--- src/sv/rra_pkg.sv ---
// ----------------------------------------------------------------------------
// rra_pkg
// Types and constants shared by the fraction reduce/add core.
// ----------------------------------------------------------------------------
package rra_pkg;
  localparam int unsigned WideW = 64;

  typedef enum logic [2:0] {
    ST_IDLE,
    ST_MUL,
    ST_GCD,
    ST_DIVN,
    ST_DIVD,
    ST_DONE
  } state_t;

  typedef enum logic [1:0] {
    SEQ_MUL_P,
    SEQ_MUL_Q,
    SEQ_MUL_D
  } mul_sel_t;

  // start/done strobe pair for a multi-cycle unit
  typedef struct packed {
    logic start;
    logic done;
  } unit_ctl_t;
endpackage

--- src/sv/rra_mul.sv ---
// ----------------------------------------------------------------------------
// rra_mul
// Bit-serial unsigned multiplier: one multiplier bit per cycle.
// ----------------------------------------------------------------------------
module rra_mul #(
  parameter int unsigned W = 32
) (
  input  logic                  clk,
  input  logic                  rst_n,
  input  logic                  start,
  input  logic [W-1:0]          a,
  input  logic [W-1:0]          b,
  output logic                  done,
  output logic [2*W-1:0]        prod
);
  localparam int unsigned CW = $clog2(W + 1);

  logic [2*W-1:0] acc_r, acc_nxt;
  logic [2*W-1:0] mcand_r, mcand_nxt;
  logic [W-1:0]   mplier_r, mplier_nxt;
  logic [CW-1:0]  cnt_r, cnt_nxt;
  logic           busy_r, busy_nxt;
  logic           done_r, done_nxt;

  always_comb begin
    acc_nxt    = acc_r;
    mcand_nxt  = mcand_r;
    mplier_nxt = mplier_r;
    cnt_nxt    = cnt_r;
    busy_nxt   = busy_r;
    done_nxt   = 1'b0;
    if (start) begin
      acc_nxt    = '0;
      mcand_nxt  = {{W{1'b0}}, a};
      mplier_nxt = b;
      cnt_nxt    = CW'(W);
      busy_nxt   = 1'b1;
    end else if (busy_r) begin
      if (mplier_r[0]) acc_nxt = acc_r + mcand_r;
      mcand_nxt  = mcand_r << 1;
      mplier_nxt = mplier_r >> 1;
      cnt_nxt    = cnt_r - CW'(1);
      if (cnt_r == CW'(1)) begin
        busy_nxt = 1'b0;
        done_nxt = 1'b1;
      end
    end
  end

  always_ff @(posedge clk) begin
    if (!rst_n) begin
      busy_r <= 1'b0;
      done_r <= 1'b0;
      cnt_r  <= '0;
    end else begin
      busy_r <= busy_nxt;
      done_r <= done_nxt;
      cnt_r  <= cnt_nxt;
    end
    acc_r    <= acc_nxt;
    mcand_r  <= mcand_nxt;
    mplier_r <= mplier_nxt;
  end

  assign done = done_r;
  assign prod = acc_r;
endmodule

--- src/sv/rra_div.sv ---
// ----------------------------------------------------------------------------
// rra_div
// Restoring radix-2 divider, one quotient bit per cycle.
// ----------------------------------------------------------------------------
module rra_div #(
  parameter int unsigned W = 64
) (
  input  logic          clk,
  input  logic          rst_n,
  input  logic          start,
  input  logic [W-1:0]  dividend,
  input  logic [W-1:0]  divisor,
  output logic          done,
  output logic [W-1:0]  quot,
  output logic [W-1:0]  rem
);
  localparam int unsigned CW = $clog2(W + 1);

  logic [W-1:0]  q_r, q_nxt;
  logic [W-1:0]  r_r, r_nxt;
  logic [W-1:0]  d_r, d_nxt;
  logic [CW-1:0] cnt_r, cnt_nxt;
  logic          busy_r, busy_nxt;
  logic          done_r, done_nxt;
  logic [W:0]    trial;

  always_comb begin
    q_nxt    = q_r;
    r_nxt    = r_r;
    d_nxt    = d_r;
    cnt_nxt  = cnt_r;
    busy_nxt = busy_r;
    done_nxt = 1'b0;
    trial    = {r_r, q_r[W-1]} - {1'b0, d_r};
    if (start) begin
      q_nxt    = dividend;
      r_nxt    = '0;
      d_nxt    = divisor;
      cnt_nxt  = CW'(W);
      busy_nxt = 1'b1;
    end else if (busy_r) begin
      if (!trial[W]) begin
        r_nxt = trial[W-1:0];
        q_nxt = {q_r[W-2:0], 1'b1};
      end else begin
        r_nxt = {r_r[W-2:0], q_r[W-1]};
        q_nxt = {q_r[W-2:0], 1'b0};
      end
      cnt_nxt = cnt_r - CW'(1);
      if (cnt_r == CW'(1)) begin
        busy_nxt = 1'b0;
        done_nxt = 1'b1;
      end
    end
  end

  always_ff @(posedge clk) begin
    if (!rst_n) begin
      busy_r <= 1'b0;
      done_r <= 1'b0;
      cnt_r  <= '0;
    end else begin
      busy_r <= busy_nxt;
      done_r <= done_nxt;
      cnt_r  <= cnt_nxt;
    end
    q_r <= q_nxt;
    r_r <= r_nxt;
    d_r <= d_nxt;
  end

  assign done = done_r;
  assign quot = q_r;
  assign rem  = r_r;
endmodule

--- src/sv/rational_reduce_and_add_core.sv ---
// ----------------------------------------------------------------------------
// rational_reduce_and_add_core
// Reduces one signed fraction or adds two, result always in lowest terms.
// ----------------------------------------------------------------------------
// Usage:
//   Input channel in_*: one beat carries operation (0 reduce, 1 add) and
//   two fractions; operands are the low OPERAND_WIDTH bits, sign-extended.
//   Output channel out_*: one beat per input beat with the reduced fraction
//   (denominator positive, zero as 0/1) and an error flag.
//   Add first runs 3 serial multiplies; the GCD then runs one serial
//   division per Euclid step (data dependent, longest for Fibonacci-like
//   operands), then two divisions by the GCD. Run time is data dependent
//   and set mostly by the shared bit-serial divider. Zero denominators
//   and a zero reduce numerator skip the units and go straight to the
//   result; a zero sum or an overflow ends right after the multiplies.
//   One item at a time: in_ready is high only when idle with no result held.
//   The result sits in an output register; if the receiver stalls it holds
//   there and no new beat is taken until it is delivered.
//   Reset (rst_n low, synchronous) drops any item in flight and out_valid.
// ----------------------------------------------------------------------------
module rational_reduce_and_add_core #(
  parameter int unsigned OPERAND_WIDTH = 32
) (
  input  logic                clk,
  input  logic                rst_n,
  input  logic                in_valid,
  output logic                in_ready,
  input  logic                in_operation,
  input  logic signed [31:0]  in_first_num,
  input  logic signed [31:0]  in_first_den,
  input  logic signed [31:0]  in_second_num,
  input  logic signed [31:0]  in_second_den,
  output logic                out_valid,
  input  logic                out_ready,
  output logic signed [63:0]  out_result_num,
  output logic [62:0]         out_result_den,
  output logic                out_error
);
  localparam int unsigned W = OPERAND_WIDTH;
  localparam int unsigned WW = rra_pkg::WideW;

  rra_pkg::state_t   st_r, st_nxt;
  rra_pkg::mul_sel_t msel_r, msel_nxt;

  // operand magnitudes and signs
  logic [W-1:0] n1m_r, d1m_r, n2m_r, d2m_r;
  logic         n1s_r, d1s_r, n2s_r, d2s_r;
  logic [WW-1:0] p_r, q_r;                  // magnitudes of cross products
  logic [WW-1:0] nm_r, dm_r;                // final magnitudes
  logic          neg_r;
  logic [WW-1:0] ga_r, gb_r;                // Euclid pair
  logic [WW-1:0] g_r;
  logic [WW-1:0] qn_r;

  logic                  oval_r;
  logic signed [WW-1:0]  onum_r;
  logic [62:0]           oden_r;
  logic                  oerr_r;

  rra_pkg::unit_ctl_t mctl, dctl;
  logic [W-1:0]  ma, mb;
  logic [2*W-1:0] mprod;
  logic [WW-1:0] da, db, dq, dr;

  logic [W-1:0] n1m, d1m, n2m, d2m;
  logic signed [W-1:0] n1w, d1w, n2w, d2w;
  logic take;

  // unit start strobes
  logic gbusy_r, gbusy_nxt;     // a Euclid division is in flight
  logic dstart_r, dstart_nxt;   // division to launch next cycle
  logic mstart_r, mstart_nxt;

  // the operands stay put while a Euclid division runs
  logic [WW-1:0] gsel_big, gsel_small;
  assign gsel_big   = (ga_r > gb_r) ? ga_r : gb_r;
  assign gsel_small = (ga_r > gb_r) ? gb_r : ga_r;

  assign n1w = in_first_num[W-1:0];
  assign d1w = in_first_den[W-1:0];
  assign n2w = in_second_num[W-1:0];
  assign d2w = in_second_den[W-1:0];
  assign n1m = n1w[W-1] ? (~n1w + W'(1)) : n1w;
  assign d1m = d1w[W-1] ? (~d1w + W'(1)) : d1w;
  assign n2m = n2w[W-1] ? (~n2w + W'(1)) : n2w;
  assign d2m = d2w[W-1] ? (~d2w + W'(1)) : d2w;

  assign in_ready = (st_r == rra_pkg::ST_IDLE) && !oval_r;
  assign take     = in_valid && in_ready;

  rra_mul #(.W(W)) u_mul (
    .clk(clk), .rst_n(rst_n), .start(mctl.start),
    .a(ma), .b(mb), .done(mctl.done), .prod(mprod)
  );

  rra_div #(.W(WW)) u_div (
    .clk(clk), .rst_n(rst_n), .start(dctl.start),
    .dividend(da), .divisor(db), .done(dctl.done), .quot(dq), .rem(dr)
  );

  // signed sum of p and q (signs of products), widened by one bit
  logic          ps, qs, ds;
  logic [WW:0]   ssum;
  logic [WW:0]   sp, sq;
  logic [WW-1:0] smag;
  logic          sneg;
  logic [WW-1:0] mprod_w;
  assign mprod_w = WW'(mprod);
  assign ps   = n1s_r ^ d2s_r;
  assign qs   = n2s_r ^ d1s_r;
  assign ds   = d1s_r ^ d2s_r;
  assign sp   = ps ? (~{1'b0, p_r} + (WW+1)'(1)) : {1'b0, p_r};
  assign sq   = qs ? (~{1'b0, q_r} + (WW+1)'(1)) : {1'b0, q_r};
  assign ssum = sp + sq;
  assign sneg = ssum[WW];
  assign smag = sneg ? (~ssum[WW-1:0] + WW'(1)) : ssum[WW-1:0];

  // GCD done: one of the Euclid pair is zero
  logic gdone;
  assign gdone = (ga_r == '0) || (gb_r == '0);

  // next state
  always_comb begin
    st_nxt   = st_r;
    msel_nxt = msel_r;
    case (st_r)
      rra_pkg::ST_IDLE: begin
        if (take) begin
          if (d1m == '0 || (in_operation && d2m == '0)) st_nxt = rra_pkg::ST_DONE;
          else if (in_operation) begin
            st_nxt   = rra_pkg::ST_MUL;
            msel_nxt = rra_pkg::SEQ_MUL_P;
          end else if (n1m == '0) st_nxt = rra_pkg::ST_DONE;
          else st_nxt = rra_pkg::ST_GCD;
        end
      end
      rra_pkg::ST_MUL: begin
        if (mctl.done) begin
          case (msel_r)
            rra_pkg::SEQ_MUL_P: msel_nxt = rra_pkg::SEQ_MUL_Q;
            rra_pkg::SEQ_MUL_Q: msel_nxt = rra_pkg::SEQ_MUL_D;
            rra_pkg::SEQ_MUL_D: begin
              // p, q are ready; overflow or zero ends early
              if (!sneg && ssum[WW-1]) st_nxt = rra_pkg::ST_DONE;
              else if (smag == '0) st_nxt = rra_pkg::ST_DONE;
              else st_nxt = rra_pkg::ST_GCD;
            end
            default: msel_nxt = rra_pkg::SEQ_MUL_P;
          endcase
        end
      end
      rra_pkg::ST_GCD: if (gdone && !dctl.done && !gbusy_r) st_nxt = rra_pkg::ST_DIVN;
      rra_pkg::ST_DIVN: if (dctl.done) st_nxt = rra_pkg::ST_DIVD;
      rra_pkg::ST_DIVD: if (dctl.done) st_nxt = rra_pkg::ST_DONE;
      rra_pkg::ST_DONE: st_nxt = rra_pkg::ST_IDLE;
      default: st_nxt = rra_pkg::ST_IDLE;
    endcase
  end

  // unit start strobes
  always_comb begin
    mstart_nxt = 1'b0;
    dstart_nxt = 1'b0;
    if (st_r == rra_pkg::ST_IDLE && take && in_operation && d1m != '0 && d2m != '0)
      mstart_nxt = 1'b1;
    if (st_r == rra_pkg::ST_MUL && mctl.done && msel_r != rra_pkg::SEQ_MUL_D)
      mstart_nxt = 1'b1;
    if (st_r == rra_pkg::ST_GCD && gdone && !gbusy_r) dstart_nxt = 1'b1;
    if (st_r == rra_pkg::ST_DIVN && dctl.done) dstart_nxt = 1'b1;
  end

  // p = n1*d2, q = n2*d1, den = d1*d2
  assign mctl.start = mstart_r;
  assign ma = (msel_r == rra_pkg::SEQ_MUL_Q) ? n2m_r :
              (msel_r == rra_pkg::SEQ_MUL_D) ? d1m_r : n1m_r;
  assign mb = (msel_r == rra_pkg::SEQ_MUL_P) ? d2m_r :
              (msel_r == rra_pkg::SEQ_MUL_Q) ? d1m_r : d2m_r;

  // divider: Euclid step in ST_GCD, then nm/g, dm/g
  logic gstart;
  assign gstart = (st_r == rra_pkg::ST_GCD) && !gdone && !gbusy_r;
  assign dctl.start = gstart || dstart_r;
  assign da = (st_r == rra_pkg::ST_GCD) ? gsel_big :
              (st_r == rra_pkg::ST_DIVD) ? dm_r : nm_r;
  assign db = (st_r == rra_pkg::ST_GCD) ? gsel_small : g_r;

  always_comb begin
    gbusy_nxt = gbusy_r;
    if (gstart) gbusy_nxt = 1'b1;
    else if (dctl.done) gbusy_nxt = 1'b0;
  end

  always_ff @(posedge clk) begin
    if (!rst_n) begin
      st_r     <= rra_pkg::ST_IDLE;
      msel_r   <= rra_pkg::SEQ_MUL_P;
      oval_r   <= 1'b0;
      gbusy_r  <= 1'b0;
      dstart_r <= 1'b0;
      mstart_r <= 1'b0;
    end else begin
      st_r     <= st_nxt;
      msel_r   <= msel_nxt;
      gbusy_r  <= gbusy_nxt;
      dstart_r <= dstart_nxt;
      mstart_r <= mstart_nxt;
      if (out_valid && out_ready) oval_r <= 1'b0;
      if (st_r == rra_pkg::ST_DONE) oval_r <= 1'b1;
    end

    if (take) begin
      n1m_r <= n1m; d1m_r <= d1m; n2m_r <= n2m; d2m_r <= d2m;
      n1s_r <= n1w[W-1]; d1s_r <= d1w[W-1];
      n2s_r <= n2w[W-1]; d2s_r <= d2w[W-1];
      nm_r  <= WW'(n1m);
      dm_r  <= WW'(d1m);
      ga_r  <= WW'(n1m);
      gb_r  <= WW'(d1m);
      neg_r <= n1w[W-1] ^ d1w[W-1];
      // default outcome: error for zero denominator, else 0/1 clean
      oerr_r <= (d1m == '0) || (in_operation && d2m == '0);
      onum_r <= '0;
      oden_r <= 63'd1;
    end

    if (st_r == rra_pkg::ST_MUL && mctl.done) begin
      case (msel_r)
        rra_pkg::SEQ_MUL_P: p_r <= mprod_w;
        rra_pkg::SEQ_MUL_Q: q_r <= mprod_w;
        rra_pkg::SEQ_MUL_D: begin
          nm_r   <= smag;
          dm_r   <= mprod_w;
          ga_r   <= smag;
          gb_r   <= mprod_w;
          neg_r  <= sneg ^ ds;
          oerr_r <= !sneg && ssum[WW-1];
        end
        default: p_r <= p_r;
      endcase
    end

    if (st_r == rra_pkg::ST_GCD) begin
      if (gdone) g_r <= ga_r | gb_r;
      else if (gbusy_r && dctl.done) begin
        ga_r <= gsel_small;
        gb_r <= dr;
      end
    end

    if (st_r == rra_pkg::ST_DIVN && dctl.done) qn_r <= dq;

    if (st_r == rra_pkg::ST_DIVD && dctl.done) begin
      if (neg_r) begin
        onum_r <= ~qn_r + WW'(1);
        oden_r <= dq[62:0];
      end else if (qn_r[WW-1]) begin
        onum_r <= '0;
        oden_r <= 63'd1;
        oerr_r <= 1'b1;
      end else begin
        onum_r <= qn_r;
        oden_r <= dq[62:0];
      end
    end
  end

  assign out_valid      = oval_r;
  assign out_result_num = onum_r;
  assign out_result_den = oden_r;
  assign out_error      = oerr_r;
endmodule

--- config.mk ---
export PLATFORM = sky130hd
export DESIGN_NAME = rational_reduce_and_add_core
export DESIGN_NICKNAME = d
export VERILOG_FILES = /design/src/sv/rra_pkg.sv /design/src/sv/rra_mul.sv /design/src/sv/rra_div.sv /design/src/sv/rational_reduce_and_add_core.sv
export SDC_FILE = /design/constraint.sdc
export NUM_CORES = 2
export LEC_CHECK = 0
export CAP_MARGIN = 25
export CORE_MARGIN = 5
export CORE_UTILIZATION = 37
export DETAILED_ROUTE_END_ITERATION = 10
export DONT_BUFFER_PORTS = 1
export GPL_TIMING_DRIVEN = 0
export PLACE_DENSITY = 0.62
export SYNTH_ARGS = -nofsm -noshare
export SYNTH_HDL_FRONTEND = slang
export SYNTH_SLANG_ARGS = --single-unit
--- constraint.sdc ---
create_clock -name clk -period 19.7 [get_ports clk]
set_clock_uncertainty 0.15 [all_clocks]
set_input_delay 3.94 -clock clk [delete_from_list [all_inputs] [get_ports clk]]
set_output_delay 3.94 -clock clk [all_outputs]
set_load 0.01 [all_outputs]
# Yosys cells after proc, flatten, opt, wreduce, memory -nomap -nowiden
# Cells that the tools add are included.
[totals]
reg_bits = 1151
in_bits = 133
out_inout_bits = 130
word_cells = 243
[op_classes]
n_addsub = 13
n_lt_le_gt_ge = 1
n_eq_ne = 19
mux = 97
bitwise = 17
n_reduce_logical = 54
[ops]
columns = ["operator", "count"]
rows = [
  ["two-way mux 64 bit", 30],
  ["two-way mux 32 bit", 11],
  ["two-way mux 63 bit", 5],
  ["zero test 64 bit", 3],
  ["adder 65 x 1 -> 65 bit (second input constant)", 2],
  ["two-way mux 65 bit", 2],
  ["NOT 64 -> 65 bit", 2],
  ["adder 32 x 2 -> 32 bit (second input constant)", 4],
  ["adder 64 x 1 -> 64 bit (second input constant)", 2],
  ["NOT 32 bit", 4],
  ["NOT 64 bit", 2],
  ["zero test 32 bit", 3],
  ["adder 65 bit", 1],
  ["subtractor 65 x 64 -> 65 bit", 1],
  ["adder 64 bit", 1],
  ["> comparator 64 bit", 1],
  ["bitwise OR 64 bit", 1],
  ["nonzero test 32 bit", 2],
  ["two-way mux 3 bit", 11],
  ["two-way mux 31 bit", 1],
  ["two-way mux 1 bit", 26],
  ["logical AND 1 bit", 20],
  ["one-hot mux 3 bit (5 select lines)", 1],
  ["two-way mux 7 bit", 2],
  ["26 further kinds", 63],
]

# Longest topological paths before layout
[depth]
ltp_word = 13
ltp_mapped = 33
depth_no_buf = 30

# Modules after synthesis
# Synthesis repeated with hierarchy kept, for this count alone.
[hier_totals]
hier_cells = 7695
hier_area_um2 = 70826.7
[modules_own_cells]
columns = ["mod", "n_inst", "cells_per_inst", "area_each_um2", "seq_area_each_um2"]
rows = [
  ["rational_reduce_and_add_core", 1, 5361, 48615.4, 20810.0],
  ["rra_div", 1, 1217, 11972.7, 5305.1],
  ["rra_mul", 1, 1117, 10238.6, 4003.8],
]

# Worst setup path before layout
# Ideal clock, no wire load.
[synth_path]
path_kind = "in2reg"
start = "input in_valid"
end = "register d1m_r[0], enable pin"
setup_ns = 0.545
arrival_time_ns = 8.454
required_time_ns = 19.005
path_slack_ns = 10.551
cell_stages = 5
n_path_buf = 3
cell_sequence = "nand2_1 > inv_1 > clkbuf_1 > clkbuf_1 > clkbuf_1"
[synth_via]
elab_chain_cells = 1
[synth_rtl]
columns = ["item", "line_no", "source"]
rows = [
  ["from (decl)", "rational_reduce_and_add_core.sv:26", "input logic in_valid,"],
  ["logical AND 1 bit", "rational_reduce_and_add_core.sv:89", "assign take = in_valid && in_ready;"],
  ["via take", "rational_reduce_and_add_core.sv:67", "logic take;"],
  ["to (signal assigned)", "rational_reduce_and_add_core.sv:212", "n1m_r <= n1m; d1m_r <= d1m; n2m_r <= n2m; d2m_r <= d2m;"],
  ["to (decl)", "rational_reduce_and_add_core.sv:46", "logic [W-1:0] n1m_r, d1m_r, n2m_r, d2m_r;"],
]
# The timed path passes the listed nets, and every way through them passes these cells.
# A chain may end at the register's enable or synchronous reset.

# Worst setup path after layout
[layout_path]
start = "register p_r[8]"
end = "register neg_r"
[layout_via]
elab_chain_cells = 7
[layout_rtl]
columns = ["item", "line_no", "source"]
rows = [
  ["from (decl)", "rational_reduce_and_add_core.sv:48", "logic [WW-1:0] p_r, q_r;"],
  ["from (signal assigned)", "rational_reduce_and_add_core.sv:228", "rra_pkg::SEQ_MUL_P: p_r <= mprod_w;"],
  ["from (signal assigned)", "rational_reduce_and_add_core.sv:238", "default: p_r <= p_r;"],
  ["NOT 64 -> 65 bit", "rational_reduce_and_add_core.sv:112", "assign sp = ps ? (~{1'b0, p_r} + (WW+1)'(1)) : {1'b0, p_r};"],
  ["adder 65 x 1 -> 65 bit", "rational_reduce_and_add_core.sv:112", ""],
  ["two-way mux 65 bit *", "rational_reduce_and_add_core.sv:112", ""],
  ["adder 65 bit *", "rational_reduce_and_add_core.sv:114", "assign ssum = sp + sq;"],
  ["XOR 1 bit *", "rational_reduce_and_add_core.sv:235", "neg_r <= sneg ^ ds;"],
  ["two-way mux 1 bit *", "rational_reduce_and_add_core.sv:227", "case (msel_r)"],
  ["two-way mux 1 bit *", "rational_reduce_and_add_core.sv:226", "if (st_r == rra_pkg::ST_MUL && mctl.done) begin"],
  ["to (signal assigned)", "rational_reduce_and_add_core.sv:219", "neg_r <= n1w[W-1] ^ d1w[W-1];"],
  ["to (signal assigned)", "rational_reduce_and_add_core.sv:235", ""],
  ["to (decl)", "rational_reduce_and_add_core.sv:50", "logic neg_r;"],
]
# Mark *: on every way between the ends. The rest lies on a longest branch, timed or not.

==> results.sh <==
export IMPL_status="finished with violations"
export IMPL_violations="slew limit"
export IMPL_synth_enable_flop_cells=707
export IMPL_fin_crit_ns=9.70
export IMPL_wl_per_cell_um=25.1
export IMPL_hp_class="flop to flop"
export IMPL_post_cts_buffers=0
export IMPL_clock_fmax_ghz=0.103
export IMPL_firstDrtPassIters=9
export IMPL_cts_buffer_depth=3
export IMPL_cts_resized_gates=0
export IMPL_die_h_um=439
export IMPL_crit_slowest_cell="o21ai_0"
export IMPL_worstMarginPinSlew_ns=1.52
export IMPL_crit_buf_inv=5
export IMPL_totalNegativeSetupSlack_ns=0
export IMPL_grt_pass1_vias=55400
export IMPL_dr_wl_met2_um=110000
export IMPL_p_clk_share_pct=17.6
export IMPL_htreeDepth=4
export IMPL_ys_dominant_reg_cell="edfxtp_1"
export IMPL_startpoint_type="flop"
export IMPL_crit_family="simple AND/OR/NAND/NOR gates"
export IMPL_max_stage_delay_ns=0.80
export IMPL_min_period_over_period_pct=49.2
export IMPL_clk_pin_slew_ns=0.06
export IMPL_core_um2=183000
export IMPL_cellLeakagePower_uw=0.0293
export IMPL_yosys_area_top_type="edfxtp_1"
export IMPL_netlist_instances=7325
export IMPL_cts_hold_buf=0
export IMPL_viasPerCell=5.80
export IMPL_rsz0062_at_grt="false"
export IMPL_io_buffers=0
export IMPL_clock_root_buffer="clkbuf_16"
export IMPL_antenna_found_initial=24
export IMPL_gr_usage_all_layers_pct=25.3
export IMPL_gr_total_overflow=0
export IMPL_peakVddDrop_uv=108
export IMPL_top_layer="met5"
export IMPL_power_density_nw_per_um2=187
export IMPL_cp_data_arrival_time_ns=10.13
export IMPL_layout_drive_gt1_share_pct=5.36
export IMPL_maxSlewHeadroom_pct=-1.43
export IMPL_drc=0
export IMPL_internal_power_uw=7420
export IMPL_numCtsBuffers=134
export IMPL_grt_pass1_wl_um=365000
export IMPL_cts_num_sinks=1151
export IMPL_dp_hpwl_um=206000
export IMPL_drv_cap=0
export IMPL_syn_nets=7792
export IMPL_drt_iter0_markers=6445
export IMPL_nFillCells=18100
export IMPL_cts_tree="done"
export IMPL_num_nets_final=7971
export IMPL_switchingPower_uw=6850
export IMPL_pre_cts_ws_ns=10.35
export IMPL_synth_distinct_cells=105
export IMPL_rows=157
export IMPL_routabilityCongestion=1.03
export IMPL_switching_share_pct=48.0
export IMPL_slew_violations=1
export IMPL_synth_area_per_cell_um2=9.30
export IMPL_final_hold_viol_count=0
export IMPL_wl_um=254000
export IMPL_timing_critical_path_mode_cell="clkbuf_1"
export IMPL_ys_seq_area_share_pct=44.2
export IMPL_antenna_left=0
export IMPL_syn_cell_area_um2=68100
export IMPL_worst_slack_ns=10.00
export IMPL_path_max_fanout=10
export IMPL_yosys_area_top_type_share_pct=31.2
export IMPL_drt_met1_wl_um=104000
export IMPL_die_x_um=439
export IMPL_cp_end_kind="flop"
export IMPL_synth_seq_cells=1151
export IMPL_worstSetupPathType="flop to flop"
export IMPL_vias=58600
export IMPL_wl_met3_um=23100
export IMPL_initial_utilization_pct=37.2
export IMPL_syn_to_final_growth_pct=11.9
export IMPL_grt_max_degree=75
export IMPL_clock_latency_ns=0.79
export IMPL_power_frac_comb_pct=54.5
export IMPL_cp_required_ns=20.13
export IMPL_p_seq_share_pct=27.9
export IMPL_dieArea_um2=193000
export IMPL_setup_viol=0
export IMPL_synth_area_top_cells="edfxtp_1, dfxtp_1, ha_1"
export IMPL_yosysWarnings=0
export IMPL_ios=263
export IMPL_async_flop_share_pct=0
[cell usage after synthesis, types with 174 or more instances]
library cell and n:
o21ai_0 440, edfxtp_1 707, nand2_1 634, a21o_1 174, xnor2_1 313, mux2i_1 229
xor2_1 195, dfxtp_1 444, nor2_1 784, a21oi_1 668, ha_1 331, clkbuf_1 310
inv_1 409
[cells in the final DEF, fill, tap and decap left out, types with 67 or more instances in the layout]
master | Yosys | routed
mux2i_1 | 229 | 229
and2_1 | 101 | 101
nand3_1 | 82 | 82
nand4_1 | 67 | 67
a21o_1 | 174 | 174
nor4_1 | 105 | 104
clkbuf_16 | 0 | 142
inv_1 | 409 | 409
or3_1 | 76 | 76
a221oi_1 | 72 | 72
a211oi_1 | 118 | 118
o31ai_1 | 83 | 83
dfxtp_1 | 444 | 444
nor3_1 | 118 | 117
clkbuf_1 | 310 | 333
xnor2_1 | 313 | 312
ha_1 | 331 | 331
nand2_1 | 634 | 633
edfxtp_1 | 707 | 707
a21oi_1 | 668 | 668
xor2_1 | 195 | 195
nor2_1 | 784 | 781
o21ai_0 | 440 | 440
[cells by family (layout without fill, tap and decap cells)]
| logic type | count (synthesis) | in the layout | synth area share, % |
|---|---|---|---|
| and+or+nand+nor | 2277 | 2277 | 15.9 |
| AOI/OAI and AO/OA | 1993 | 1993 | 18.6 |
| DFF | 1151 | 1151 | 44.2 |
| buffers and inverters | 784 | 1073 | 4.41 |
| xor gates and xnor gates | 509 | 509 | 6.56 |
| adders and majority gates | 334 | 334 | 6.17 |
| muxes | 277 | 277 | 4.16 |
| other | 0 | 28 | 0 |
[routing by layer]
metal	global-route usage, %	vias to the layer above
li1	-	27000
met1	32.7	28200
met2	39.0	2806
met3	5.93	552
met4	14.2	10
met5	0	-
[path summary, 6_finish.rpt]
check	start	endpoint	slack (ns)	cells after the start
worst max-delay path	p_r[8]	neg_r	10.00	27
worst min register to register	nm_r[61]	nm_r[61]	0.30	1
worst min-delay path	nm_r[61]	nm_r[61]	0.30	1
worst max register to register	p_r[8]	neg_r	10.00	27
[sequential cells by signal, indices dropped and copies added (netlist names), 6 cells and up]
name and flops:
qn_r 64, p_r 64, u_div.cnt_r 7, u_mul.mcand_r 64, d1m_r 32, u_mul.mplier_r 32, u_mul.prod 64, g_r 64
nm_r 64, u_div.rem 64, n1m_r 32, gb_r 64, out_result_num 64, ga_r 64, u_div.quot 64, d2m_r 32
dm_r 64, q_r 64, u_mul.cnt_r 6, out_result_den 63, n2m_r 32, u_div.d_r 64
[final cells by class]
type | instances | area, um^2 | area share (%)
clock buffer | 175 | 3760 | 4.93
inverter | 409 | 1540 | 2.01
multi-input combinational | 5390 | 35000 | 46.0
tap | 2464 | 3080 | 4.04
clock inverter | 71 | 639 | 0.839
sequential | 1151 | 30100 | 39.5
buffer | 375 | 1480 | 1.94
timing repair buffer | 43 | 505 | 0.663
antenna | 28 | 70.1 | 0.0919
[stage by stage]
stage / util, % / hold WS, ns / cells / cell area (um^2) / power (uW)
floorplan: - / 0.272 / 7325 / 68100 / 8980
global placement: 38.9 / 0.284 / 9789 / 71200 / 11400
detailed placement: 39.2 / 0.290 / 9825 / 71700 / 11500
CTS: 41.6 / 0.304 / 10100 / 76100 / 14100
global route: 41.6 / 0.318 / 10100 / 76200 / 15000
finish: 41.6 / 0.303 / 10100 / 76200 / 14300
[power by group through the flow]
| stage | Combinational, uW | Clock (uW) | Sequential (uW) |
|---|---|---|---|
| floorplan | 5330 | 0 | 3650 |
| global placement | 7380 | 0 | 4040 |
| detailed placement | 7520 | 0 | 4010 |
| CTS | 7570 | 2540 | 3970 |
| global route | 8370 | 2640 | 4010 |
| finish | 7780 | 2510 | 3980 |
(Power assumes the default switching activity.)
